--- config.mk ---
export PLATFORM = sky130hd
export DESIGN_NAME = utf8_to_utf16_transcoder
export DESIGN_NICKNAME = d
export VERILOG_FILES = /design/src/hw/rtl/u8u16_pkg.sv /design/src/hw/rtl/utf8_to_utf16_transcoder.sv
export SDC_FILE = /design/constraint.sdc
export NUM_CORES = 1
export LEC_CHECK = 0
export ABC_AREA = 1
export BUFFER_PORTS_ARGS = -buffer_cell sky130_fd_sc_hd__clkbuf_2
export CAP_MARGIN = 20
export CORE_ASPECT_RATIO = 0.75
export CORE_MARGIN = 5
export CORE_UTILIZATION = 40
export CTS_BUF_LIST = sky130_fd_sc_hd__clkbuf_4 sky130_fd_sc_hd__clkbuf_8 sky130_fd_sc_hd__clkbuf_16
export DETAILED_ROUTE_END_ITERATION = 12
export GPL_TIMING_DRIVEN = 0
export SLEW_MARGIN = 40
export SYNTH_ARGS = -nofsm -noshare
export SYNTH_HDL_FRONTEND = slang
export SYNTH_SLANG_ARGS = --single-unit
--- constraint.sdc ---
create_clock -name clk -period 5.3 [get_ports clk]
set_input_delay 0.795 -clock clk [delete_from_list [all_inputs] [get_ports clk]]
set_output_delay 0.795 -clock clk [all_outputs]
set_load 0.005 [all_outputs]
--- src/hw/rtl/u8u16_pkg.sv ---
`timescale 1ns / 1ps
// ----------------------------------------------------------------------------
// u8u16_pkg
// Shared types and constants for the UTF-8 to UTF-16 transcoder.
// ----------------------------------------------------------------------------
package u8u16_pkg;

	// Field widths
	localparam int BYTE_W  = 8;
	localparam int UNIT_W  = 16;
	localparam int LEFT_W  = 3;
	localparam int ACC_W   = 31;
	localparam int CONT_W  = 6;
	localparam int HALF_W  = 10;

	// Result queue geometry
	localparam int QUEUE_DEPTH = 4;
	localparam int QPTR_W      = $clog2(QUEUE_DEPTH);
	localparam int QCNT_W      = $clog2(QUEUE_DEPTH + 1);

	// Longest sequence leaves this many continuation bytes to come
	localparam logic [LEFT_W-1:0] MAX_LEFT = 3'd5;

	// Surrogate construction
	localparam logic [HALF_W-1:0] PLANE1_HI = 10'h040;
	localparam logic [5:0]        HI_SURR   = 6'b110110;
	localparam logic [5:0]        LO_SURR   = 6'b110111;
	localparam logic [4:0]        SURR_TOP  = 5'b11011;

	// Lead bytes that open no sequence
	localparam logic [BYTE_W-1:0] FIRST_BAD_LEAD = 8'hFE;

	// One result beat
	typedef struct packed {
		logic              bad;
		logic              last;
		logic [UNIT_W-1:0] unit;
	} unit_t;

endpackage

--- src/hw/rtl/utf8_to_utf16_transcoder.sv ---
`timescale 1ns / 1ps
// ----------------------------------------------------------------------------
// utf8_to_utf16_transcoder
// Decodes a UTF-8 byte stream (1 to 6 byte sequences, 31-bit form) into
// UTF-16 code units, splitting values outside the basic plane into
// surrogate pairs.
// ----------------------------------------------------------------------------
//
//  Channel   Dir  tdata            tlast       tuser
//  s_axis    in   byte_in[7:0]     -           -
//  m_axis    out  code_unit[15:0]  last_unit   bad_lead
//
//  One byte is taken per cycle while s_axis_tready is high; its units are decoded
//  in the same cycle and written into a 4-entry result queue, so they appear on
//  m_axis in the next cycle at the earliest.
//  A byte that ends a character needing a surrogate pair (above 0xFFFF or a
//  surrogate value) yields two beats; the output side drains one beat per
//  cycle while m_axis_tready is high, which bounds sustained throughput.
//  s_axis_tready is high while the queue has room for two beats.
//  arst_n clears the sequence state and empties the queue.
// ----------------------------------------------------------------------------
module utf8_to_utf16_transcoder (
	input  logic        clk,
	input  logic        arst_n,
	input  logic        s_axis_tvalid,
	output logic        s_axis_tready,
	input  logic [7:0]  s_axis_tdata,   // [7:0] byte_in
	output logic        m_axis_tvalid,
	input  logic        m_axis_tready,
	output logic [15:0] m_axis_tdata,   // [15:0] code_unit
	output logic        m_axis_tlast,
	output logic        m_axis_tuser    // [0] bad_lead
);

	localparam int BYTE_W = u8u16_pkg::BYTE_W;
	localparam int UNIT_W = u8u16_pkg::UNIT_W;
	localparam int LEFT_W = u8u16_pkg::LEFT_W;
	localparam int ACC_W  = u8u16_pkg::ACC_W;
	localparam int CONT_W = u8u16_pkg::CONT_W;
	localparam int HALF_W = u8u16_pkg::HALF_W;
	localparam int DEPTH  = u8u16_pkg::QUEUE_DEPTH;
	localparam int PTR_W  = u8u16_pkg::QPTR_W;
	localparam int CNT_W  = u8u16_pkg::QCNT_W;

	// Sequence state
	logic [LEFT_W-1:0] left_q;
	logic [ACC_W-1:0]  acc_q;
	logic [LEFT_W-1:0] left_nx;
	logic [ACC_W-1:0]  acc_nx;

	// Result queue
	u8u16_pkg::unit_t  queue_q [DEPTH];
	logic [PTR_W-1:0]  wr_ptr_q;
	logic [PTR_W-1:0]  rd_ptr_q;
	logic [CNT_W-1:0]  count_q;

	logic              in_fire;
	logic              out_fire;
	logic [1:0]        n_push;
	u8u16_pkg::unit_t  res0;
	u8u16_pkg::unit_t  res1;

	logic [BYTE_W-1:0] b;
	logic [ACC_W-1:0]  cp;
	logic              cp_single;
	logic [HALF_W-1:0] hi_bits;
	logic [LEFT_W-1:0] left_dec;

	assign b        = s_axis_tdata;
	assign in_fire  = s_axis_tvalid && s_axis_tready;
	assign out_fire = m_axis_tvalid && m_axis_tready;

	// Accept while two free slots remain
	assign s_axis_tready = (count_q <= CNT_W'(DEPTH - 2));

	// Continuation: shift the low six bits into the accumulator
	assign cp        = {acc_q[ACC_W-CONT_W-1:0], b[CONT_W-1:0]};
	assign cp_single = (cp[ACC_W-1:UNIT_W] == '0) && (cp[15:11] != u8u16_pkg::SURR_TOP);
	assign hi_bits   = cp[2*HALF_W-1:HALF_W] - u8u16_pkg::PLANE1_HI;

	// Decode a lead byte into the count of bytes still to come
	always_comb begin
		priority if (!b[5]) begin
			left_dec = 3'd1;
		end else if (!b[4]) begin
			left_dec = 3'd2;
		end else if (!b[3]) begin
			left_dec = 3'd3;
		end else if (!b[2]) begin
			left_dec = 3'd4;
		end else begin
			left_dec = u8u16_pkg::MAX_LEFT;
		end
	end

	// Decode one byte into state update and up to two result beats
	always_comb begin
		left_nx = left_q;
		acc_nx  = acc_q;
		n_push  = 2'd0;
		res0    = '{bad: 1'b0, last: 1'b1, unit: '0};
		res1    = '{bad: 1'b0, last: 1'b1, unit: {u8u16_pkg::LO_SURR, cp[HALF_W-1:0]}};
		if (left_q != '0) begin
			acc_nx  = cp;
			left_nx = left_q - LEFT_W'(1);
			if (left_q == LEFT_W'(1)) begin
				if (cp_single) begin
					n_push    = 2'd1;
					res0.unit = cp[UNIT_W-1:0];
				end else begin
					n_push    = 2'd2;
					res0.last = 1'b0;
					res0.unit = {u8u16_pkg::HI_SURR, hi_bits};
				end
			end
		end else if (!b[7]) begin
			n_push    = 2'd1;
			res0.unit = UNIT_W'(b);
		end else if (!b[6] || b >= u8u16_pkg::FIRST_BAD_LEAD) begin
			n_push   = 2'd1;
			res0.bad = 1'b1;
		end else begin
			left_nx = left_dec;
			// Keep the payload bits below the length marker
			acc_nx  = ACC_W'(b[5:0] & (6'h3F >> left_dec));
		end
	end

	// Hold sequence state
	always_ff @(posedge clk or negedge arst_n) begin
		if (!arst_n) begin
			left_q <= '0;
			acc_q  <= '0;
		end else if (in_fire) begin
			left_q <= left_nx;
			acc_q  <= acc_nx;
		end
	end

	// Write result beats into the queue
	always_ff @(posedge clk) begin
		if (in_fire && n_push != 2'd0) begin
			queue_q[wr_ptr_q] <= res0;
		end
		if (in_fire && n_push == 2'd2) begin
			queue_q[wr_ptr_q + PTR_W'(1)] <= res1;
		end
	end

	// Advance pointers and occupancy
	always_ff @(posedge clk or negedge arst_n) begin
		if (!arst_n) begin
			wr_ptr_q <= '0;
			rd_ptr_q <= '0;
			count_q  <= '0;
		end else begin
			if (in_fire) begin
				wr_ptr_q <= wr_ptr_q + PTR_W'(n_push);
			end
			if (out_fire) begin
				rd_ptr_q <= rd_ptr_q + PTR_W'(1);
			end
			count_q <= count_q + (in_fire ? CNT_W'(n_push) : '0) - CNT_W'(out_fire);
		end
	end

	// Present the head beat
	assign m_axis_tvalid = (count_q != '0);
	assign m_axis_tdata  = queue_q[rd_ptr_q].unit;
	assign m_axis_tlast  = queue_q[rd_ptr_q].last;
	assign m_axis_tuser  = queue_q[rd_ptr_q].bad;

`ifndef ASSERT_OFF
	a_count_bound: assert property (@(posedge clk) disable iff (!arst_n)
		count_q <= CNT_W'(DEPTH))
		else $error("result queue overflow");

	a_left_bound: assert property (@(posedge clk) disable iff (!arst_n)
		left_q <= u8u16_pkg::MAX_LEFT)
		else $error("sequence length out of range");

	a_bad_zero: assert property (@(posedge clk) disable iff (!arst_n)
		m_axis_tvalid && m_axis_tuser |-> m_axis_tdata == '0 && m_axis_tlast)
		else $error("bad lead beat must be a zero final unit");

	a_ascii_push: assert property (@(posedge clk) disable iff (!arst_n)
		in_fire && left_q == '0 && !s_axis_tdata[7] && !out_fire
		|=> count_q == $past(count_q) + CNT_W'(1))
		else $error("ASCII byte did not queue one beat");

	a_hi_half: assert property (@(posedge clk) disable iff (!arst_n)
		m_axis_tvalid && !m_axis_tlast |-> m_axis_tdata[15:10] == u8u16_pkg::HI_SURR
		&& count_q >= CNT_W'(2))
		else $error("first half without its partner queued");
`endif

endmodule
==> key figures <==
Floorplan
  • Boundary Pins: 32
  • DIE AREA: 16350 sq um
  • Starting Density: 40.62%
  • Die height: between 100 and 150 microns
  • Die Span X: roughly 150 microns
  • Standard-cell rows: 37
  • Core area: roughly 14000 sq um

Drt
  • Vias: 4971
  • Routed length on met3: around 1.1 mm
  • Routed WL per cell: around 18 microns
  • DRC marker count from the first detailed-route iteration: between 400 and 500
  • Post-route DRC: 0
  • Pre-antenna DRT Iters: 5
  • Total routed wirelength: roughly 16 mm
  • Routed wl met2: ~7.2 mm
  • Via density: between 5 and 6
  • Met1 WL: about 8 mm
  • Antenna viol nets, final: 0
  • DR top layer: met4

Critical path
  • Startpoint Class: flip-flop
  • Worst Path Required: about 5.6 ns
  • Worst EP arrival: 3.43 ns
  • Maximum fanout along the worst path: 5
  • Crit Path Category: flip-flop to flip-flop
  • CP Capture Type: flip-flop

Power and ir drop
  • Pwr/cell area: between 500 and 600 nW/um^2
  • Lkg Pwr: around 0.0028 uW
  • Maximum VDD drop: slightly above 0.0002 V

Yosys
  • Number of flops mapped to enable cells by yosys: 40
  • Synth Area in XOR/XNOR: 0.9472%
  • Post-synthesis mux area share: 0%
  • YS warnings: 0
  • Asr flop ratio synth: 32.71%
  • Mapped Cells: 696
  • Seq cells post-synth: roughly 110
  • Register area share after synthesis: between 40% and 50%
  • Synth Area in Simple Gates: 26.14%
  • Adder-cell area share of the yosys netlist: about 2.2%
  • Largest family of logic cells by synthesized area: simple AND/OR/NAND/NOR gates
  • Syn_nets: between 700 and 800
  • Post-Syn Area: 5548 sq um
  • Compound-Gate Fraction of Synth Area: approximately 14%
  • Yosys cell types: 36
  • Commonest register cell after synthesis: edfxtp_1
  • Avg Cell Area, Syn: 7.971 sq um

Final layout
  • Fill cells: about 1400
  • Commonest non-fill, non-tap cells in the layout: nand2_1 (193), o21ai_0 (78), nor2_1 (66)
  • Area Growth Syn to Fin: 11.64%
  • Final std cells w/o fill: about 920
  • NumNets Final: ~760
  • Ant. Diodes: 0
  • Layout cell share with drive strength beyond 1: 12.84%
  • Final Util: ~45%
  • Most common cell after layout, fill and taps aside: nand2_1

STA
  • Fmax: roughly 320 MHz
  • Setup Skew: about 0.0053 ns
  • Final count of hold timing violations: 0
  • Worst-Margin Slew: around 0.76 ns
  • # setup viols final: 0
  • Max-slew violation count: 0
  • Unrepaired setup endpoints after global routing: no
  • Worst Setup Slack, final: 2.133 ns
  • Final Cycle Share: about three fifths
  • TNS Setup: 0 ns
  • Minimum clock period: approximately 3.2 ns
  • Slew headroom: 49.17%

Flow run
  • Max-cap check violation count: 0

Worst hold path
  • Min-Delay Path Class: input pin to asynchronous set/reset pin

Placed design
  • DP Worst Slack: approximately 2.2 ns
  • Placed wire-length estimate: approximately 13 mm
  • IO buf count: 28
  • GP Congestion: around 0.95
  • Inst Count DP: about 900

Clock network
  • Root buf cell: clkbuf_16
  • Num Clock Sinks: between 100 and 150
  • Clock Path Buffers: 2
  • # H-tree levels: 3
  • Reg clk slew, reported paths: 0.07 ns
  • Post-CTS resize count: 0
  • Setup Buffers After CTS: 0
  • CTS tree: done
  • Clock latency on the worst-skew pair: 0.34 ns
  • Hold_buf cts: 0
  • CTS Buf Count: 9

GRT
  • First-pass GRT wire length: between 20 and 30 mm
  • Grt ovf: 0
  • Pin count of the biggest net entering global routing: 36
  • Initial antenna violation count: 0
  • GR Util All Layers: 20.50%
  • Vias in the first global route: about 5000

Status
  • Run status: completed
path summary, 6_finish.rpt:
check,cells after the start,slack [ns],end,from
setup / recovery,16,2.13,count_q[2],left_q[1]
setup reg to reg,16,2.13,count_q[2],left_q[1]
hold / removal,1,0.44,rd_ptr_q[1],arst_n
hold reg to reg,2,0.46,queue_q[1][16],queue_q[1][16]
max in group asynchronous,1,4.49,acc_q[8],arst_n
min in group clk,2,0.46,queue_q[1][16],queue_q[1][16]
synth_stat cells (2+ instances only):
cell type | n | area, sq um
nand2_1 | 193 | 724.4
o21ai_0 | 78 | 390.4
nor2_1 | 66 | 247.7
inv_1 | 56 | 210.2
nand3_1 | 52 | 260.3
edfxtp_1 | 40 | 1201
dfrtp_1 | 35 | 875.8
dfxtp_1 | 32 | 640.6
buf_2 | 17 | 85.08
o22ai_1 | 16 | 100.1
clkbuf_1 | 13 | 48.80
nand4_1 | 13 | 81.33
a21oi_1 | 11 | 55.05
ha_1 | 8 | 100.1
inv_2 | 8 | 30.03
o21ai_1 | 8 | 40.04
o31ai_1 | 7 | 52.55
buf_4 | 6 | 45.04
xor2_1 | 5 | 43.79
nand3_4 | 4 | 70.07
o21ai_2 | 4 | 35.03
buf_6 | 3 | 33.78
nand3_2 | 3 | 30.03
nor2_2 | 3 | 18.77
o211ai_1 | 3 | 22.52
a21boi_0 | 2 | 15.01
kinds of logic (layout without fill, tap and decap cells):
family | count (synthesis) | count (layout)
AOI/OAI and AO/OA | 133 | 133
xor gates and xnor gates | 6 | 6
adders and majority gates | 9 | 9
buffers and inverters | 104 | 148
DFF | 107 | 107
and+or+nand+nor | 337 | 337
through the flow:
stage	hold slack, ns	total power (uW)	instance area (sq um)
3_5_place_dp	0.4425	2629	5909
6_report	0.4393	3271	6193
3_3_place_gp	0.4432	2590	5907
4_1_cts	0.4612	3279	6193
2_1_floorplan	0.4236	2139	5548
5_1_grt	0.4819	3528	6193
worst max-delay path: stages, from the launching register on:
cell and delay [ns]:
dfrtp_1 0.36, inv_1 0.11, ha_1 0.15, inv_1 0.04, nor2_2 0.15, nand2_1 0.18, inv_1 0.18, nand4_1 0.29
nand2_1 0.21, nand2_1 0.14, ha_1 0.30, inv_1 0.05, ha_1 0.13, inv_1 0.05, fa_1 0.38, xnor2_1 0.20
xor2_1 0.17
report_power, final:
part           switching [uW]  internal [uW]  total [uW]  leakage [uW]
combinational             917            464        1380       0.00156
clock                     307            337         644      0.000144
sequential                161           1090        1250       0.00106
total                    1380           1890        3270       0.00276
final cells by class:
type                    count  area, sq um  area share (%)
clock buffers              10        239.0           3.859
repair buffers             28        142.6           2.303
plain buffers              40        216.5           3.495
well taps                 175        219.0           3.535
clock inverters             6        45.04          0.7273
inverters                  64        240.2           3.879
multi-input cells         485         2374           38.32
flip-flops and latches    107         2718           43.88
flip-flops by register name (all words and copies together), names as in the netlist:
register,cells
count_q,3
wr_ptr_q,2
queue_q,72
acc_q,25
rd_ptr_q,2
left_q,3
routing by layer:
layer	global-route usage, %	up-vias
met5	0	-
met4	4.950	0
met3	3.906	25
met2	31.03	189
met1	30.36	2377
li1	-	2380
Note: power is estimated with default switching activity, not from simulation.
